[src/rld_pkg.sv]
`timescale 1ns / 1ps
// ----------------------------------------------------------------------------
// rld_pkg
// Shared types and constants for the byte run-length decoder.
// ----------------------------------------------------------------------------
package rld_pkg;

   // Most copies one repeat byte can produce.
   localparam int MAX_RESULTS = 64;
   localparam int CNT_W       = $clog2(MAX_RESULTS + 1);

   localparam logic [7:0] COUNT_MASK  = 8'h7F;
   localparam logic [7:0] REPEAT_FLAG = 8'h80;

   typedef enum logic [2:0] {
      PH_HEADER  = 3'b001,
      PH_LITERAL = 3'b010,
      PH_REPEAT  = 3'b100
   } phase_type;

   // One unit of output work: a byte and how many copies of it to send.
   typedef struct packed {
      logic [7:0]       data;
      logic [CNT_W-1:0] count;
   } job_type;

endpackage

[src/rld_decode.sv]
`timescale 1ns / 1ps
// ----------------------------------------------------------------------------
// rld_decode
// Header/data parser. Tracks the stream phase and the run length, and turns
// each data byte into a job held in a one-entry job register.
// ----------------------------------------------------------------------------
module rld_decode #(
   parameter int MAX_RUN = 128
) (
   input  logic            clock,
   input  logic            reset,
   input  logic            req_valid,
   output logic            req_ready,
   input  logic [7:0]      req_in_byte,
   input  logic            req_final_byte,
   output logic            job_valid,
   output rld_pkg::job_type job,
   input  logic            job_take
);
   import rld_pkg::*;

   localparam int REM_W = $clog2(MAX_RUN + 1);

   phase_type        phase_ff, phase_in;
   logic [REM_W-1:0] rem_ff, rem_in;
   logic             job_valid_ff, job_valid_in;
   job_type          job_ff, job_in;
   logic             new_job;
   logic             accept;
   logic [7:0]       hdr_count;
   logic [7:0]       rem8;
   logic [7:0]       rep_count;
   logic [REM_W-1:0] rem_dec;

   assign req_ready = !job_valid_ff || job_take;
   assign accept    = req_valid && req_ready;
   assign job_valid = job_valid_ff;
   assign job       = job_ff;

   always_comb begin
      hdr_count = (req_in_byte & COUNT_MASK) + 8'd1;
      if (hdr_count > 8'(MAX_RUN)) begin
         hdr_count = 8'(MAX_RUN);
      end
      rem8 = 8'(rem_ff);
      if (rem8 > 8'(MAX_RESULTS)) begin
         rep_count = 8'(MAX_RESULTS);
      end else if (rem8 == 8'd0) begin
         rep_count = 8'd1;
      end else begin
         rep_count = rem8;
      end
      rem_dec = (rem_ff != '0) ? rem_ff - REM_W'(1) : '0;
   end

   always_comb begin
      phase_in   = phase_ff;
      rem_in     = rem_ff;
      new_job    = 1'b0;
      job_in     = job_ff;
      case (phase_ff)
         PH_LITERAL: begin
            new_job      = 1'b1;
            job_in.data  = req_in_byte;
            job_in.count = CNT_W'(1);
            if (rem_dec == '0) begin
               phase_in = PH_HEADER;
               rem_in   = '0;
            end else begin
               rem_in = rem_dec;
            end
         end
         PH_REPEAT: begin
            new_job      = 1'b1;
            job_in.data  = req_in_byte;
            job_in.count = CNT_W'(rep_count);
            phase_in     = PH_HEADER;
            rem_in       = '0;
         end
         default: begin
            rem_in   = REM_W'(hdr_count);
            phase_in = ((req_in_byte & REPEAT_FLAG) != 8'd0) ? PH_REPEAT : PH_LITERAL;
         end
      endcase
      // final byte cuts short whatever run is open
      if (req_final_byte) begin
         phase_in = PH_HEADER;
         rem_in   = '0;
      end
   end

   always_comb begin
      if (accept) begin
         job_valid_in = new_job;
      end else if (job_take) begin
         job_valid_in = 1'b0;
      end else begin
         job_valid_in = job_valid_ff;
      end
   end

   always_ff @(posedge clock) begin
      if (reset) begin
         phase_ff     <= PH_HEADER;
         rem_ff       <= '0;
         job_valid_ff <= 1'b0;
      end else begin
         job_valid_ff <= job_valid_in;
         if (accept) begin
            phase_ff <= phase_in;
            rem_ff   <= rem_in;
         end
      end
   end

   always_ff @(posedge clock) begin
      if (accept && new_job) begin
         job_ff <= job_in;
      end
   end

   a_final_to_header: assert property (@(posedge clock) disable iff (reset)
      accept && req_final_byte |=> phase_ff == PH_HEADER && rem_ff == '0)
      else $error("final beat did not return decoder to header");

   a_header_rem_zero: assert property (@(posedge clock) disable iff (reset)
      phase_ff == PH_HEADER |-> rem_ff == '0)
      else $error("header phase with nonzero run length");

   a_job_holds: assert property (@(posedge clock) disable iff (reset)
      job_valid_ff && !job_take |=> job_valid_ff && $stable(job_ff))
      else $error("pending job lost or changed");

endmodule

[src/rld_emit.sv]
`timescale 1ns / 1ps
// ----------------------------------------------------------------------------
// rld_emit
// Result register. Loads a job and sends its byte count times, marking the
// last copy.
// ----------------------------------------------------------------------------
module rld_emit (
   input  logic             clock,
   input  logic             reset,
   input  logic             job_valid,
   input  rld_pkg::job_type job,
   output logic             job_take,
   output logic             rsp_valid,
   input  logic             rsp_ready,
   output logic [7:0]       rsp_out_byte,
   output logic             rsp_run_last
);
   import rld_pkg::*;

   logic             valid_ff, valid_in;
   logic [7:0]       byte_ff;
   logic [CNT_W-1:0] left_ff, left_in;
   logic             last_copy;
   logic             out_beat;

   assign last_copy    = (left_ff == CNT_W'(1));
   assign out_beat     = valid_ff && rsp_ready;
   assign job_take     = job_valid && (!valid_ff || (out_beat && last_copy));
   assign rsp_valid    = valid_ff;
   assign rsp_out_byte = byte_ff;
   assign rsp_run_last = last_copy;

   always_comb begin
      valid_in = valid_ff;
      left_in  = left_ff;
      if (job_take) begin
         valid_in = 1'b1;
         left_in  = job.count;
      end else if (out_beat) begin
         left_in = left_ff - CNT_W'(1);
         if (last_copy) begin
            valid_in = 1'b0;
         end
      end
   end

   always_ff @(posedge clock) begin
      if (reset) begin
         valid_ff <= 1'b0;
         left_ff  <= '0;
      end else begin
         valid_ff <= valid_in;
         left_ff  <= left_in;
      end
   end

   always_ff @(posedge clock) begin
      if (job_take) begin
         byte_ff <= job.data;
      end
   end

   a_left_range: assert property (@(posedge clock) disable iff (reset)
      valid_ff |-> left_ff != '0 && left_ff <= CNT_W'(MAX_RESULTS))
      else $error("copy count out of range");

   a_no_take_midrun: assert property (@(posedge clock) disable iff (reset)
      valid_ff && !last_copy |-> !job_take)
      else $error("job loaded over an unfinished run");

   a_countdown: assert property (@(posedge clock) disable iff (reset)
      out_beat && !last_copy |=> valid_ff && left_ff == $past(left_ff) - CNT_W'(1))
      else $error("copy counter did not step down");

endmodule

[src/byte_rle_decoder_core.sv]
`timescale 1ns / 1ps
// ----------------------------------------------------------------------------
// byte_rle_decoder_core
// Run-length decoder for a byte stream with seven-bit counts.
// ----------------------------------------------------------------------------
// Takes one coded byte per beat. Header and literal bytes are accepted one per
// cycle while the job register has room; a literal byte gives one result beat
// via the job and result registers. A repeat byte with count n gives min(n, 64)
// result beats, one per cycle while rsp_ready is high, the last marked by
// rsp_run_last. While they go out the job register holds the next data byte, so
// input stalls after at most one more data beat (header bytes pass until then).
// A beat with req_final_byte set returns the parser to header state.
module byte_rle_decoder_core #(
   parameter int MAX_RUN = 128
) (
   input  logic       clock,
   input  logic       reset,
   input  logic       req_valid,
   output logic       req_ready,
   input  logic [7:0] req_in_byte,
   input  logic       req_final_byte,
   output logic       rsp_valid,
   input  logic       rsp_ready,
   output logic [7:0] rsp_out_byte,
   output logic       rsp_run_last
);
   import rld_pkg::*;

   logic    job_valid;
   job_type job;
   logic    job_take;

   rld_decode #(
      .MAX_RUN (MAX_RUN)
   ) u_decode (
      .clock          (clock),
      .reset          (reset),
      .req_valid      (req_valid),
      .req_ready      (req_ready),
      .req_in_byte    (req_in_byte),
      .req_final_byte (req_final_byte),
      .job_valid      (job_valid),
      .job            (job),
      .job_take       (job_take)
   );

   rld_emit u_emit (
      .clock        (clock),
      .reset        (reset),
      .job_valid    (job_valid),
      .job          (job),
      .job_take     (job_take),
      .rsp_valid    (rsp_valid),
      .rsp_ready    (rsp_ready),
      .rsp_out_byte (rsp_out_byte),
      .rsp_run_last (rsp_run_last)
   );

endmodule

[config.mk]
export PLATFORM = sky130hd
export DESIGN_NAME = byte_rle_decoder_core
export DESIGN_NICKNAME = d
export VERILOG_FILES = /design/src/rld_pkg.sv /design/src/rld_decode.sv /design/src/rld_emit.sv /design/src/byte_rle_decoder_core.sv
export SDC_FILE = /design/constraint.sdc
export NUM_CORES = 1
export LEC_CHECK = 0
export ABC_AREA = 1
export BUFFER_PORTS_ARGS = -buffer_cell sky130_fd_sc_hd__buf_2
export CAP_MARGIN = 20
export CORE_ASPECT_RATIO = 0.6
export CORE_MARGIN = 2
export CORE_UTILIZATION = 50
export DETAILED_ROUTE_END_ITERATION = 12
export PLACE_DENSITY = 0.72
export RECOVER_POWER = 25
export SLEW_MARGIN = 0
export SYNTH_ARGS = -nofsm -noshare
export SYNTH_HDL_FRONTEND = slang
export SYNTH_SLANG_ARGS = --single-unit
[constraint.sdc]
create_clock -name clock -period 2 [get_ports clock]
set_input_delay 0.2 -clock clock [delete_from_list [all_inputs] [get_ports clock]]
set_output_delay 0.2 -clock clock [all_outputs]
set_load 0.01 [all_outputs]
* Yosys cells after proc, flatten, opt, wreduce, memory -nomap -nowiden
Cells that the tools add are included.
W data, S select, Z words.
** Operators by class
- Add/subtract/negate cells :: 3
- Magnitude comparators :: 2
- Eq/ne operators :: 4
- Muxes and demuxes :: 20
- Reductions and logical operators :: 20
** Operators with widths (count)
- $mux W8 :: 4
- $pmux W15 S2 :: 1
- $mux W7 :: 4
- $logic_not A8 Y1 :: 2
- $pmux W8 S2 :: 1
- $mux W3 :: 3
- $add A7 B1 Y8 const B :: 1
- $gt A8 B7 Y1 const B :: 1
- $gt A8 B8 Y1 const B :: 1
- $reduce_bool A2 Y1 :: 4
- $reduce_bool A8 Y1 :: 1
- $sub A8 B1 Y8 const B :: 1
- $eq A7 B1 Y1 const B :: 1
- $sub A7 B1 Y7 const B :: 1
- $mux W1 :: 6
- $pmux W3 S2 :: 1
- $reduce_and A2 Y1 :: 3
- $logic_and A1 B1 Y1 :: 5
- $eq A3 B2 Y1 const B :: 1
- $eq A3 B3 Y1 const B :: 1
- $ne A3 B2 Y1 const B :: 1
- $logic_not A1 Y1 :: 2
- $logic_or A1 B1 Y1 :: 2
- $reduce_or A2 Y1 :: 1
** Word-level totals
- Register bits :: 43
- Input bits :: 13
- Output and inout port bits :: 11
- Logic and storage cells :: 57

* Longest topological paths before layout
- Depth in word-level cells :: 8
- Mapped depth :: 14
- Gate-level depth less buffers :: 13

* Cells and area by module
From an unflattened synthesis, not the netlist that was laid out.
** Unflattened totals
- Cells, all modules :: 281
- Area total of the unflattened synthesis :: 2294.7 sq um
** Modules (own cells, without submodules)
- rld_decode :: instances 1, cells an instance 192, area each 1501.4 sq um, seq. area each 690.7 sq um
- rld_emit :: instances 1, cells an instance 89, area each 793.3 sq um, seq. area each 400.4 sq um

* Worst setup path before layout
Ideal clock, no wire load.
- Path type :: flip-flop to flip-flop
- Start :: reg u_emit.left_ff[1]
- End :: reg u_decode.job_ff (netlist bit u_decode.job[0]) (enable)
- Library setup time :: 386 ps
- Arrival :: 1835 ps
- Data required time :: 1614 ps
- Slack :: -221 ps
- Stages on the path, launching flop included :: 10
- Buffers on the path :: 1
- Period minus slack after synthesis :: 2221 ps
- Cells stage by stage :: dfxtp_1 inv_1 ha_1 nand3_2 nor2_4 nand2_4 nand3_2 nand2_4 buf_6 nor2_1
** Between the ends
- Cells in the longest elaborated chain, start to end :: 8
** RTL lines
- from (decl) :: line rld_emit.sv:22 : logic [CNT_W-1:0] left_ff, left_in;
- from (signal assigned) :: line rld_emit.sv:53 : left_ff <= left_in;
- $eq A7 B1 Y1 :: line rld_emit.sv:26 : assign last_copy = (left_ff == CNT_W'(1));
- named net rsp_run_last :: line byte_rle_decoder_core.sv:25 : output logic rsp_run_last
- $logic_and A1 B1 Y1 :: line rld_emit.sv:28 : assign job_take = job_valid && (!valid_ff || (out_beat && last_copy));
- $logic_or A1 B1 Y1 :: line rld_emit.sv:28
- $logic_and A1 B1 Y1 :: line rld_emit.sv:28
- $logic_or A1 B1 Y1 :: line rld_decode.sv:35 : assign req_ready = !job_valid_ff || job_take;
- named net req_ready :: line byte_rle_decoder_core.sv:19 : output logic req_ready,
- $logic_and A1 B1 Y1 :: line rld_decode.sv:36 : assign accept = req_valid && req_ready;
- $logic_and A1 B1 Y1 :: line rld_decode.sv:117 : if (accept && new_job) begin
- $reduce_and A2 Y1 (no line)
- to (signal assigned) :: line rld_decode.sv:118 : job_ff <= job_in;
- to (decl) :: line rld_decode.sv:27 : job_type job_ff, job_in;
The timed path passes the listed nets, and every way through them passes these cells.
A chain may end at the register's enable or synchronous reset.

* Final worst setup path
- Start :: reg u_emit.left_ff[1]
- End :: reg u_decode.job_ff (netlist bit u_decode.job[12]) (enable)
** Between the ends
- Cells in the longest elaborated chain, start to end :: 8
** RTL lines (line)
- $eq A7 B1 Y1 :: rld_emit.sv:26
- $logic_and A1 B1 Y1 :: rld_emit.sv:28
- $logic_or A1 B1 Y1 :: rld_emit.sv:28
- $logic_and A1 B1 Y1 :: rld_emit.sv:28
- $logic_or A1 B1 Y1 :: rld_decode.sv:35
- $logic_and A1 B1 Y1 :: rld_decode.sv:36
- $logic_and A1 B1 Y1 :: rld_decode.sv:117
- $reduce_and A2 Y1 (no line)
Every way passes these cells.

==> results.tsv <==
stage	metric	value	unit
outcome	status	finished, final reports clean	
synthesis	Synth async-reset ratio	0	%
global_routing	total gr overflow	0	
clock_tree	root buffer cell	clkbuf_8	
cells_and_area	Final #Nets	323	
clock_tree	Post-CTS Repair Setup Buffers	0	
pwr	VDD IR max	334	µV
die	Starting Density	51.2	%
drt	routed length per instance	13.3	µm
synthesis	area leader, netlist	edfxtp_1	
setup_path	Worst Setup Start Kind	flip-flop	
sta	Fin. Hold Viols	0	
pwr	Pleak	1.12	nW
pwr	Power Density	707	nW/µm²
sta	Setup TNS Final	0	ps
synthesis	Synth area leaders	edfxtp_1, dfxtp_1, nand2_1	
clock_tree	CTS H-tree lvls	2	
cells_and_area	fraction of layout cells with a size suffix above 1	15.4	%
drt	Vias	1887	
cells_and_area	Util after Layout	56.8	%
synthesis	Synth Net Count	294	
cells_and_area	Final Cell Area	2550	µm²
synthesis	Distinct cells, synth	31	
die	die height	56.5	µm
clock_tree	CTS tree	yes	
flow_run	max-cap violations	0	
placed_design	GPL Wtd Cong	0.941	
synthesis	top-count cell post-synth	nand2_1	
global_routing	antenna violations before repair	0	
sta	Final Max Slew Viols	0	
sta	Fin Clk Skew	7.40	ps
sta	final setup vio count	0	
drt	routed vias/inst	5.13	
synthesis	flops & latches, synth	43	
setup_path	Worst EP arrival	1770	ps
synthesis	register area share after synthesis	47.4	%
synthesis	synth warn	0	
die	DIE AREA	5180	µm²
worst_hold_path	Hold WC Path Type	in -> reg	
cells_and_area	Area growth syn-to-layout	11.0	%
global_routing	largest net degree at the start of global routing	16	
global_routing	Global Route Usage Sum	20.6	%
drt	Total Wirelength	4900	µm
synthesis	Mapped Cells	275	
clock_tree	Clock Pin Slew Worst Setup and Hold Paths	80	ps
placed_design	port bufs	23	
global_routing	global-route wire length before repair	8210	µm
sta	fmax	560	MHz
die	die width	91.6	µm
placed_design	dpl hpwl	3710	µm
synthesis	Top FF cell, synth	edfxtp_1	
die	site row count	19	
synthesis	Syn Area/Cell	8.36	µm²
clock_tree	CTS hold repair buffers	0	
drt	Detail Route Antenna Nets	0	
setup_path	Crit Path Max Fanout	15	
die	IO Count	24	
sta	RSZ-0062 raised after global routing	false	
sta	period utilization	89.3	%
die	area of the core	4490	µm²
drt	DRT Pass-1 Iters	4	
drt	First DRT Iteration DRCs	158	
clock_tree	maximum buffer depth of the clock tree	2	
synthesis	Post-synth EDFFs	23	
synthesis	Synth top area share	30.0	%
setup_path	Setup CP Type	reg -> reg	
clock_tree	later-pin clock latency in the skew report	290	ps
clock_tree	CTS Buf Count	5	
synthesis	Post-synth top cells	nand2_1, inv_1, nand3_1	
sta	Max transition margin	74.1	%
synthesis	post-synthesis cell area	2300	µm²
setup_path	CP endpoint kind	flip-flop	
sta	Final min period	1790	ps
drt	number of remaining DRC errors	0	
sta	Slew @ Worst Pin	387	ps
global_routing	vias in the first global route	1725	
cells_and_area	Diodes inserted	0	
clock_tree	clock sink total	43	
setup_path	required time of the critical path	1990	ps
placed_design	Post-DP Area	2480	µm²
[flip-flops by register name, indices dropped and copies added, names as in the netlist]
signal,cells
u_decode.job,15
u_decode.rem8,8
u_emit.rsp_out_byte,8
u_emit.left_ff,7
u_decode.phase_ff,3
u_decode.job_valid,1
u_emit.rsp_valid,1
[cell type report]
cell class	count	area (µm²)
fillers	434	1940
flip-flops and latches	43	1090
multi-input cells	192	1040
inverters	36	135
repair buffers	26	125
well taps	63	78.8
clock buffers	6	72.6
clock inverters	2	12.5
[critical path: stages, from the launching register on]
cell and delay [ps]:
dfxtp_1 340, inv_1 80, ha_1 160, nand3_2 90, nor2_4 120, nand2_4 70
nand3_2 100, nand2_4 160, nor2_2 110, buf_4 230
[kinds of logic (layout without fill, tap and decap cells)]
family | Yosys count | after routing | share of synthesized area (%)
AO/OA/AOI/OAI | 40 | 40 | 10.1
XOR/XNOR | 9 | 9 | 3.43
adder cells (fa/ha/maj) | 6 | 6 | 3.26
buffers and inverters | 40 | 70 | 7.51
flip-flops | 43 | 43 | 47.4
AND/OR/NAND/NOR | 137 | 137 | 28.3
[cells in the final DEF (no fill, tap or decap), drive strengths merged, types with 6 or more instances in the layout]
cell / instances
a21oi: 20
buf: 16
clkbuf: 16
dfxtp: 20
edfxtp: 23
ha: 6
inv: 36
nand2: 73
nand3: 29
nor2: 29
o21ai: 13
xor2: 6
[worst paths after layout]
check	from	end	slack, ps	cells after the start
worst min register to register	u_decode.job[13]	u_emit.rsp_out_byte[6]	410	0
worst max register to register	u_emit.left_ff[1]	u_decode.job[12]	210	9
worst max-delay path	u_emit.left_ff[1]	u_decode.job[12]	210	9
worst min-delay path	req_in_byte[4]	u_decode.job[11]	180	1
[power by group]
part | switching [W] | internal [W] | total, W | leakage (nW)
Clock | 0.000300 | 0.000244 | 0.000545 | 0.0412
Combinational | 0.000193 | 0.0000995 | 0.000293 | 0.708
Sequential | 0.0000198 | 0.000949 | 0.000969 | 0.371
Total | 0.000513 | 0.00129 | 0.00181 | 1.12
[metal layers]
layer / global-route usage [%] / vias up / part of all wire (%)
li1: - / 957 / -
met2: 28.4 / 64 / 39
met4: 5.63 / 0 / 0.84
met5: 0 / - / 0
met3: 5.91 / 6 / 8.2
met1: 31.4 / 860 / 52
[per-stage QoR]
| step | cells | total power [W] | hold WS [ps] | worst slack [ps] |
|---|---|---|---|---|
| floorplan | 275 | 0.00121 | 269 | 30.7 |
| global placement | 360 | 0.00127 | 402 | 245 |
| detailed placement | 360 | 0.00128 | 405 | 199 |
| CTS | 368 | 0.00181 | 128 | 178 |
| global route | 368 | 0.00190 | 195 | 36.0 |
| finish | 368 | 0.00181 | 176 | 213 |
[what timing repair did]
| item | CTS | global route |
|---|---|---|
| hold endpoints to repair | 0 | 0 |
| resized for setup | 0 | 1 |
| setup endpoints to repair | 0 | 1 |
Note: power is estimated with default switching activity, not from simulation.
